$ cat src/sv/hncr_pkg.sv
// Shared types and constants for the held-note chord recognizer.
// Holds the chord pattern codes, the pitch-class table and the stage control struct.
// No dependencies.
package hncr_pkg;

  localparam int NOTE_W     = 7;
  localparam int NOTE_COUNT = 1 << NOTE_W;
  localparam int MAX_RANGE  = 64;
  localparam int SHIFT_W    = 6;
  localparam int PITCH_W    = 4;
  localparam int OCTAVE     = 12;
  localparam int HELD_OUT_W = 24;

  // chord patterns, normalized so the lowest held note is bit 0
  localparam int PAT_W = 10;
  localparam logic [PAT_W-1:0] PAT_SINGLE     = 10'd1;
  localparam logic [PAT_W-1:0] PAT_MAJ_THIRD  = 10'd17;
  localparam logic [PAT_W-1:0] PAT_MIN_THIRD  = 10'd9;
  localparam logic [PAT_W-1:0] PAT_SEMITONE   = 10'd3;
  localparam logic [PAT_W-1:0] PAT_MAJ_ROOT   = 10'd145;
  localparam logic [PAT_W-1:0] PAT_MAJ_INV1   = 10'd265;
  localparam logic [PAT_W-1:0] PAT_MAJ_INV2   = 10'd545;
  localparam logic [PAT_W-1:0] PAT_MIN_ROOT   = 10'd137;
  localparam logic [PAT_W-1:0] PAT_MIN_INV1   = 10'd529;
  localparam logic [PAT_W-1:0] PAT_MIN_INV2   = 10'd289;

  // root offsets from the lowest note
  localparam logic [PITCH_W-1:0] OFS_NONE      = 4'd0;
  localparam logic [PITCH_W-1:0] OFS_SEMITONE  = 4'd1;
  localparam logic [PITCH_W-1:0] OFS_SECOND    = 4'd5;
  localparam logic [PITCH_W-1:0] OFS_MAJ_FIRST = 4'd8;
  localparam logic [PITCH_W-1:0] OFS_MIN_FIRST = 4'd9;

  localparam logic FUNC_NOTE_ON  = 1'b0;
  localparam logic FUNC_NOTE_OFF = 1'b1;

  typedef logic [PITCH_W-1:0] mod12_lut_t [1 << SHIFT_W];

  function automatic mod12_lut_t build_mod12_lut();
    mod12_lut_t lut;
    for (int i = 0; i < (1 << SHIFT_W); i++) begin
      lut[i] = PITCH_W'(i % OCTAVE);
    end
    return lut;
  endfunction

  localparam mod12_lut_t MOD12_LUT = build_mod12_lut();

  // advance: the whole pipe moves this cycle; item: the stage holds a beat
  typedef struct packed {
    logic advance;
    logic item;
  } stage_ctl_t;

endpackage

$ cat src/sv/hncr_mask.sv
// Active and held note mask state for the chord recognizer.
// Depends on hncr_pkg.
module hncr_mask
  import hncr_pkg::*;
#(
  parameter int TRACK_RANGE = 24
) (
  input  logic                           clk_i,
  input  logic                           rst_ni,
  input  stage_ctl_t                     ctl_i,
  input  logic                           func_i,
  input  logic [$clog2(TRACK_RANGE)-1:0] pos_i,
  output logic [TRACK_RANGE-1:0]         held_o
);

  logic [TRACK_RANGE-1:0] active_q, active_d;
  logic [TRACK_RANGE-1:0] held_q, held_d;
  logic [TRACK_RANGE-1:0] bit_sel;

  always_comb begin
    bit_sel  = TRACK_RANGE'(1) << pos_i;
    active_d = active_q;
    held_d   = held_q;
    if (ctl_i.advance && ctl_i.item) begin
      if (func_i == FUNC_NOTE_ON) begin
        active_d = active_q | bit_sel;
        held_d   = active_d;
      end else begin
        active_d = active_q & ~bit_sel;
      end
    end
  end

  always_ff @(posedge clk_i or negedge rst_ni) begin
    if (!rst_ni) begin
      active_q <= '0;
      held_q   <= '0;
    end else begin
      active_q <= active_d;
      held_q   <= held_d;
    end
  end

  assign held_o = held_q;

endmodule

$ cat src/sv/hncr_eval.sv
// Chord evaluation: lowest-note search, normalize, pattern match, chord state.
// Depends on hncr_pkg.
module hncr_eval
  import hncr_pkg::*;
#(
  parameter int TRACK_RANGE = 24
) (
  input  logic                   clk_i,
  input  logic                   rst_ni,
  input  stage_ctl_t             ctl_i,
  input  logic [TRACK_RANGE-1:0] held_i,
  output logic [PITCH_W-1:0]     root_o,
  output logic                   is_minor_o,
  output logic [HELD_OUT_W-1:0]  held_notes_o
);

  localparam int SW = $clog2(TRACK_RANGE);

  logic [SW-1:0]          shift;
  logic [TRACK_RANGE-1:0] norm;
  logic                   upper_zero;
  logic                   hit;
  logic [PITCH_W-1:0]     offset;
  logic                   minor;
  logic [PITCH_W-1:0]     base;
  logic [PITCH_W:0]       sum;
  logic [MAX_RANGE-1:0]   held_ext;

  logic [PITCH_W-1:0]    root_q, root_d;
  logic                  minor_q, minor_d;
  logic [HELD_OUT_W-1:0] held_out_q;

  // lowest set bit
  always_comb begin
    shift = '0;
    for (int i = TRACK_RANGE - 1; i >= 0; i--) begin
      if (held_i[i]) shift = SW'(i);
    end
  end

  assign norm       = held_i >> shift;
  assign upper_zero = (norm >> PAT_W) == '0;
  assign base       = MOD12_LUT[SHIFT_W'(shift)];

  always_comb begin
    hit    = 1'b1;
    offset = OFS_NONE;
    minor  = 1'b0;
    case (norm[PAT_W-1:0])
      PAT_SINGLE:    ;
      PAT_MAJ_THIRD: ;
      PAT_MIN_THIRD: minor = 1'b1;
      PAT_SEMITONE:  begin
        offset = OFS_SEMITONE;
        minor  = 1'b1;
      end
      PAT_MAJ_ROOT:  ;
      PAT_MAJ_INV1:  offset = OFS_MAJ_FIRST;
      PAT_MAJ_INV2:  offset = OFS_SECOND;
      PAT_MIN_ROOT:  minor = 1'b1;
      PAT_MIN_INV1:  begin
        offset = OFS_MIN_FIRST;
        minor  = 1'b1;
      end
      PAT_MIN_INV2:  begin
        offset = OFS_SECOND;
        minor  = 1'b1;
      end
      default:       hit = 1'b0;
    endcase
    // an empty mask normalizes to zero, which never matches
    hit = hit && upper_zero;
  end

  always_comb begin
    sum     = {1'b0, base} + {1'b0, offset};
    root_d  = root_q;
    minor_d = minor_q;
    if (ctl_i.advance && ctl_i.item && hit) begin
      root_d  = (sum >= (PITCH_W + 1)'(OCTAVE)) ? PITCH_W'(sum - (PITCH_W + 1)'(OCTAVE))
                                                : PITCH_W'(sum);
      minor_d = minor;
    end
  end

  assign held_ext = MAX_RANGE'(held_i);

  always_ff @(posedge clk_i or negedge rst_ni) begin
    if (!rst_ni) begin
      root_q  <= '0;
      minor_q <= 1'b0;
    end else begin
      root_q  <= root_d;
      minor_q <= minor_d;
    end
  end

  always_ff @(posedge clk_i) begin
    if (ctl_i.advance && ctl_i.item) begin
      held_out_q <= held_ext[HELD_OUT_W-1:0];
    end
  end

  assign root_o       = root_q;
  assign is_minor_o   = minor_q;
  assign held_notes_o = held_out_q;

endmodule

$ cat src/sv/held_note_chord_recognizer.sv
// Held-note chord recognizer, top level.
// Throughput one beat per cycle while the output is not stalled.
// Stages: input register (note position), mask update, chord evaluation into result register.
// The pipe advances when the result register is empty or being taken; stall holds all stages.
// Reset (async, active low) clears both note masks, the chord (root 0, major) and all valids.
// Depends on hncr_pkg, hncr_mask, hncr_eval.
module held_note_chord_recognizer
  import hncr_pkg::*;
#(
  parameter int TRACK_RANGE = 24
) (
  input  logic                  clk_i,
  input  logic                  rst_ni,
  input  logic                  in_valid_i,
  output logic                  in_ready_o,
  input  logic                  func_i,
  input  logic [NOTE_W-1:0]     note_i,
  output logic                  out_valid_o,
  input  logic                  out_ready_i,
  output logic [PITCH_W-1:0]    root_o,
  output logic                  is_minor_o,
  output logic [HELD_OUT_W-1:0] held_notes_o
);

  localparam int PW = $clog2(TRACK_RANGE);

  typedef logic [PW-1:0] pos_lut_t [NOTE_COUNT];

  function automatic pos_lut_t build_pos_lut();
    pos_lut_t lut;
    for (int i = 0; i < NOTE_COUNT; i++) begin
      lut[i] = PW'(i % TRACK_RANGE);
    end
    return lut;
  endfunction

  localparam pos_lut_t POS_LUT = build_pos_lut();

  logic          advance;
  logic          s1_v_q, s2_v_q, out_v_q;
  logic          s1_func_q;
  logic [PW-1:0] s1_pos_q;
  stage_ctl_t    mask_ctl, eval_ctl;
  logic [TRACK_RANGE-1:0] held;

  assign advance = !out_v_q || out_ready_i;

  always_ff @(posedge clk_i or negedge rst_ni) begin
    if (!rst_ni) begin
      s1_v_q  <= 1'b0;
      s2_v_q  <= 1'b0;
      out_v_q <= 1'b0;
    end else if (advance) begin
      s1_v_q  <= in_valid_i;
      s2_v_q  <= s1_v_q;
      out_v_q <= s2_v_q;
    end
  end

  always_ff @(posedge clk_i) begin
    if (advance && in_valid_i) begin
      s1_func_q <= func_i;
      s1_pos_q  <= POS_LUT[note_i];
    end
  end

  assign mask_ctl = '{advance: advance, item: s1_v_q};
  assign eval_ctl = '{advance: advance, item: s2_v_q};

  hncr_mask #(
    .TRACK_RANGE(TRACK_RANGE)
  ) u_mask (
    .clk_i  (clk_i),
    .rst_ni (rst_ni),
    .ctl_i  (mask_ctl),
    .func_i (s1_func_q),
    .pos_i  (s1_pos_q),
    .held_o (held)
  );

  hncr_eval #(
    .TRACK_RANGE(TRACK_RANGE)
  ) u_eval (
    .clk_i        (clk_i),
    .rst_ni       (rst_ni),
    .ctl_i        (eval_ctl),
    .held_i       (held),
    .root_o       (root_o),
    .is_minor_o   (is_minor_o),
    .held_notes_o (held_notes_o)
  );

  assign in_ready_o  = advance;
  assign out_valid_o = out_v_q;

endmodule
$ cat config.mk
export PLATFORM = sky130hd
export DESIGN_NAME = held_note_chord_recognizer
export DESIGN_NICKNAME = d
export VERILOG_FILES = /design/src/sv/hncr_pkg.sv /design/src/sv/hncr_mask.sv /design/src/sv/hncr_eval.sv /design/src/sv/held_note_chord_recognizer.sv
export SDC_FILE = /design/constraint.sdc
export NUM_CORES = 1
export LEC_CHECK = 0
export BUFFER_PORTS_ARGS = -buffer_cell sky130_fd_sc_hd__buf_2
export CAP_MARGIN = 5
export CELL_PAD_IN_SITES_DETAIL_PLACEMENT = 0
export CELL_PAD_IN_SITES_GLOBAL_PLACEMENT = 1
export CORE_UTILIZATION = 31
export CTS_BUF_LIST = sky130_fd_sc_hd__clkbuf_16
export CTS_CLUSTER_DIAMETER = 120
export DETAILED_ROUTE_END_ITERATION = 6
export PLACE_DENSITY = 0.65
export SLEW_MARGIN = 5
export SYNTH_ARGS = -nofsm -noshare
export SYNTH_HDL_FRONTEND = slang
export SYNTH_HIERARCHICAL = 1
export SYNTH_SLANG_ARGS = --single-unit
$ cat constraint.sdc
create_clock -name clk_i -period 9.7 [get_ports clk_i]
set_clock_uncertainty 0.2 [all_clocks]
set_input_delay 1.94 -clock clk_i [delete_from_list [all_inputs] [get_ports clk_i]]
set_output_delay 1.94 -clock clk_i [all_outputs]
set_load 0.01 [all_outputs]
======== Yosys cells after proc, flatten, opt, wreduce, memory -nomap -nowiden ========
Memories as Yosys holds them, arrays and structs flattened. A register that Yosys moved wholly into a read port is not among the register bits.
Index checks and enable logic that the tools add are counted.
storage, ports and cells
  word-level logic and storage cells ...... 76
  bits of input ports ..................... 12
  output and inout port bits .............. 31
  memory bits (read-only) ................. 896
  flip-flop bits (word level) ............. 81
  memories ................................ 2
memories
  name              words  bits a word  read ports  clocked after Yosys merged registers in  wr ports  line                              text
  (name not given)  128    5            1           1                                        0         held_note_chord_recognizer.sv:63  s1_pos_q <= POS_LUT[note_i];
  (name not given)  64     4            1           0                                        0         hncr_eval.sv:43                   assign base = MOD12_LUT[SHIFT_W'(shift)];
operators by class
  order comparisons ....................... 2
  add/sub/neg operators ................... 2
  shift operators ......................... 2
  mux-type cells .......................... 31
  bitwise operators ....................... 6
  reductions and logical operators ........ 12
  equality and inequality tests ........... 10
operators by type and width
  cell                  number
  $mux 5                24
  $and 24x24->24        1
  $logic_not 24->1      1
  $mux 24               1
  $not 24->24           1
  $or 24x24->24         1
  $shl 1x5->24 const A  1
  $shr 24x5->24         1
  $eq 10x10->1 const B  2
  $eq 10x8->1 const B   2
  $eq 10x9->1 const B   2
  $pmux 4 s4            1
  $mux 4                3
  $eq 10x1->1 const B   1
  $eq 10x2->1 const B   1
  $eq 10x4->1 const B   1
  $eq 10x5->1 const B   1
  $reduce_or 10->1      1
  $not 7->8             1
  $ge 7x7->1 const B    1
  $not 5->7             1
  $add 4x4->5           1
  $ge 5x4->1 const B    1
  $logic_and 1x1->1     5
  other kinds (8)       9

======== Logic depth before layout (Yosys ltp) ========
  depth after elaboration ................. 31
  depth in mapped cells ................... 23
  mapped depth without buffers ............ 20

======== Hierarchy ========
The synthesis kept the hierarchy.
modules (own cells, without submodules)
  module                      area an instance (um2)  times used  cells an instance  seq. area each (um2)
  hncr_eval                   3276.9                  1           392                845.8
  hncr_mask                   2238.4                  1           214                1201.2
  held_note_chord_recognizer  394.1                   1           25                 255.2

======== Worst setup path before layout ========
No wires, ideal clock.
  kind .................................... register -> register
  start point ............................. register u_mask.held_q[6], in the netlist u_mask/held_o[6]
  end point ............................... register u_eval.root_q[3], in the netlist u_eval/root_o[3]
  cell stages (with the launch flop) ...... 21
  library setup time ...................... 0.125 ns
  buffers on the path ..................... 2
  arrival time ............................ 4.607 ns
  clock period less this slack ............ 4.932 ns
  required time ........................... 9.375 ns
  setup slack ............................. 4.768 ns
  path through ............................ dfrtp_1 > buf_6 > or4_4 > o221a_4 > buf_6 > nand2_2 > o211ai_2 > mux2i_4 > o22ai_1 > or3_4 > nor4_2 > nor3b_1 > nand3b_1 > ha_1 > ha_1 > xor2_1 > ha_1 > a221oi_1 > o21ai_0 > mux2_2 > mux2_4
between the ends
  word-level cells in the longest chain between the ends .. 14
  elaborated cells between the ends (all ways) .. 33
  those cells by class .................... add/sub (2); order compare (1); eq/ne (10); shift (1); mux (12); bitwise (1); reduce/logical (5); memory (1)
ends and longest elaborated chain
  what                                                 line                              text
  from (decl)                                          hncr_mask.sv:17                   logic [TRACK_RANGE-1:0] held_q, held_d;
  from (signal assigned)                               hncr_mask.sv:40                   held_q <= held_d;
  $mux 5 (7 in a row)                                  hncr_eval.sv:37                   if (held_i[i]) shift = SW'(i);
  $shr 24x5->24 or $not 5->7 (tied branches)           hncr_eval.sv:41, hncr_eval.sv:43
  $eq 10x10->1 (tied with other cells)                 hncr_eval.sv:49                   case (norm[PAT_W-1:0])
  $reduce_or 2->1 (no line) or $mux 4 (tied branches)  n/a
  $pmux 4 s4 or $mux 4 (tied branches)                 hncr_eval.sv:49, hncr_eval.sv:43
  $add 4x4->5                                          hncr_eval.sv:76                   sum = {1'b0, base} + {1'b0, offset};
  $sub 4x4->4 or $ge 5x4->1 (tied branches)            hncr_eval.sv:80                   root_d = (sum >= (PITCH_W + 1)'(OCTAVE)) ? PITCH_W'(sum - (PITCH_W + 1)'(OCTAVE))
  $mux 4                                               hncr_eval.sv:80
  to (signal assigned)                                 hncr_eval.sv:93                   root_q <= root_d;
  to (decl)                                            hncr_eval.sv:29                   logic [PITCH_W-1:0] root_q, root_d;
Parallel ways exist; a longest one is shown, timed or not. The select of a mux whose other input is x is not followed.
A chain may end at the register's enable or synchronous reset.

======== Final worst setup path ========
  start point ............................. register u_mask.held_q[16], in the netlist u_mask/held_o[16]
  end point ............................... register u_eval.root_q[3], in the netlist u_eval/root_o[3]
between the ends
  word-level cells in the longest chain between the ends .. 24
  elaborated cells between the ends (all ways) .. 43
  those cells by class .................... add/sub (2); order compare (1); eq/ne (10); shift (1); mux (22); bitwise (1); reduce/logical (5); memory (1)
ends and longest elaborated chain
  what                                                 line
  $mux 5 (17 in a row)                                 hncr_eval.sv:37
  $shr 24x5->24 or $not 5->7 (tied branches)           hncr_eval.sv:41, hncr_eval.sv:43
  $eq 10x10->1 (tied with other cells)                 hncr_eval.sv:49
  $reduce_or 2->1 (no line) or $mux 4 (tied branches)  n/a
  $pmux 4 s4 or $mux 4 (tied branches)                 hncr_eval.sv:49, hncr_eval.sv:43
  $add 4x4->5                                          hncr_eval.sv:76
  $sub 4x4->4 or $ge 5x4->1 (tied branches)            hncr_eval.sv:80
  $mux 4                                               hncr_eval.sv:80
Parallel ways exist; a longest one is shown, timed or not. The select of a mux whose other input is x is not followed.

==> flow_metrics.tcl <==
set metrics [dict create \
    rows 50 \
    grt_max_degree 57 \
    ioPinCount 43 \
    initialDrtViolationCount 326 \
    die_area_um2 19600 \
    synth_edf_count 30 \
    cts_root_buf "clkbuf_16" \
    hp-start "u_eval/root_o[0]$_DFFE_PN0P_" \
    fmax_mhz 167 \
    synthCells 631 \
    core_area_um2 18700 \
    ir_drop_mv 0.0906 \
    avgViaCountPerCell 5.77 \
    via_count 5057 \
    critPathLaunch "u_mask/held_o[16]$_DFFE_PN0P_" \
    crit_type "reg -> reg" \
    synth-warning-count 6 \
    fin_util_pct 34.5 \
    groute.usage.overall_pct 17.6 \
    die_h_um 140 \
    die_width_um 140 \
    synthArstFlopShare_pct 65.1 \
    drt-total-wl_mm 17.0 \
    htree_num_levels 3 \
    pwr-share-clk_pct 15.2 \
    worst_pin_slew_ns 1.05 \
    drive_above_1_share_pct 18.7 \
    avgSynthCellArea_um2 9.37 \
    ant_nets 0 \
    multi_input_area_um2 3250 \
    synthSimpleGateAreaFrac_pct 19.2 \
    ys_types 98 \
    path_max_fanout 22 \
    grt_pass1_wl_mm 27.3 \
    worstSetupStartpointType "flip-flop" \
    report.final.setup_viol 0 \
    power_mw 2.29 \
    synth_most_common_cell "nor2_1" \
    n_fill_cell 1924 \
    p_comb_share_pct 53.1 \
    power.density_nw_per_um2 355 \
    crit_arrival_ns 6.02 \
    min_path_cells 1 \
    required_ns 9.72 \
    design_area_um2 6460 \
    drtPass1Iterations 5 \
    drc_errors 0 \
    status "finished clean" \
    syn-cell-area_um2 5910 \
    synth_top_family_by_area "compound AO/OA/AOI/OAI gates" \
    pwr-share-seq_pct 31.7 \
    grt_overflow 0 \
    antenna_found_initial 0 \
    dp_cells 860 \
    maxCapViolCount 0 \
    synthTopCellsByCount "nor2_1, dfrtp_1, a21oi_1" \
    synth_top_area_cell "dfrtp_1" \
    cts.repair.resized 0 \
    grt_pass1_vias 4911 \
    cts.sinks 86 \
    ys.flop_type "dfrtp_1" \
    finalHoldViolations 0 \
    min_period_ns 5.99 \
    ys_seq_area_share_pct 39.0 \
    cts_made_buffers 9 \
    final_cells 876 \
    port_buffers 42 \
    holdWs_ns 0.304 \
    finalMaxSlewViolations 0 \
    worstRegToRegCells 19 \
    preCtsSetupSlack_ns 3.82 \
    fin_ws_ns 3.71 \
    hold_class "reg -> reg" \
    setup-tns-final_ns 0 \
    fin_crit_sh_pct 61.8 \
    clk_latency_ns 0.34 \
    seq_area_um2 2300 \
    swShare_pct 48.2 \
    synthAdderAreaFrac_pct 1.91 \
    nets 658 \
    synthXorXnorAreaFrac_pct 0.741 \
    endpoint "u_eval/root_o[3]$_DFFE_PN0P_" \
    tritoncts "yes" \
    synthMuxAreaShare_pct 5.38 \
    dp_hpwl_mm 12.3 \
    rsz0062_at_grt "no" \
    area_growth_pct 9.25 \
    synth_top_area_share_pct 23.7 \
    cts_buffer_depth 2 \
    reg2reg_to "u_eval/root_o[3]$_DFFE_PN0P_" \
    post_drt_wl_per_cell_um 19.4 \
    diodes 0 \
    cts_hold_buf 0 \
    start_util_pct 31.6 \
    post_cts_buffers 0 \
    slew_headroom_pct 30.0 \
    internal_power_mw 1.19 \
    p_leak_nw 2.45 \
    ff2ff_setup_slack_ns 3.71 \
    synth_compound_area_share_pct 27.8 \
    synthesis.nets 652 \
    reg2reg_from "u_mask/held_o[16]$_DFFE_PN0P_" \
    critPathCaptureType "flip-flop" \
    ys_ff_latch 86 \
    netSwitchingPower_mw 1.10 \
    finalWeightedCongestion 0.843 \
    clk_pin_slew_worst_paths_ns 0.07 \
    synth_area_leaders "dfrtp_1, edfxtp_1, a21oi_1" \
    placed_area_um2 6160 \
]
area by class of cell:
cell class / count / area share [%]
clock buffers: 9 / 3.49
clock inverters: 7 / 1.14
inverters: 19 / 1.10
multi-input cells: 475 / 50.3
flip-flops and latches: 86 / 35.7
well taps: 234 / 4.53
repair buffers: 46 / 3.72
power by group through the flow:
stage	Combinational [mW]	Sequential [mW]	Clock, mW
floorplan	1.00	0.614	0
global placement	1.18	0.733	0
detailed placement	1.19	0.733	0
CTS	1.20	0.727	0.357
global route	1.32	0.754	0.370
finish	1.21	0.727	0.348
worst max-delay path: stages, from the launching register on:
cell      delay (ns)
dfrtp_1         0.52
or4_1           0.61
o211ai_1        0.18
o211a_2         0.53
nor3_1          0.15
a211oi_1        0.43
a211oi_1        0.10
o21ai_0         0.27
nand3_2         0.17
nor4_2          0.39
nor3b_1         0.32
nand3b_1        0.16
ha_1            0.22
ha_1            0.25
xor2_1          0.12
ha_1            0.22
a221oi_1        0.25
o21ai_0         0.21
mux2_2          0.31
mux2_4          0.26
placed cells by master, fill, tap and decap left out, drive strengths merged, types with 4 or more instances in the layout:
master,instances
nor2,65
a31oi,10
o21bai,9
o211ai,10
nor2b,16
a41oi,5
mux2i,18
clkinv,4
buf,46
or3,5
nand2b,8
o41ai,11
nand3b,4
or2,5
a21oi,57
nor3b,4
ha,9
nor3,15
o31ai,29
inv,20
a211oi,5
xnor2,4
mux2,9
nand3,6
nor4,11
nand2,50
clkbuf,9
o22ai,8
a22oi,4
o21ai,29
dfrtp,56
o2111ai,8
a221oi,5
edfxtp,30
cell families after synthesis:
group                      Yosys count
AOI/OAI and AO/OA                  226
and+or+nand+nor                    208
DFF                                 86
buffers and inverters               70
muxes                               27
adders and majority gates            9
xor gates and xnor gates             5
layer usage:
metal  track usage, %  vias up  part of all wire [%]
met3             1.91       25                   3.2
met5                0        -                     0
met4             6.36        0                   2.1
met2             29.7      126                    48
met1             23.3     2479                    46
li1                 -     2427                     -
worst min path at each step:
stage | end | slack (ns)
4_1_cts | flip-flop | 0.30
6_report | u_eval/root_o[0]$_DFFE_PN0P_ | 0.30
3_5_place_dp | out_valid_o$_DFFE_PN0P_ | 0.28
5_1_grt | flip-flop | 0.31
2_1_floorplan | u_eval/held_notes_o[13]$_DFFE_PP_ | 0.24
3_3_place_gp | flip-flop | 0.28
Power figures use the tool's default switching activity.
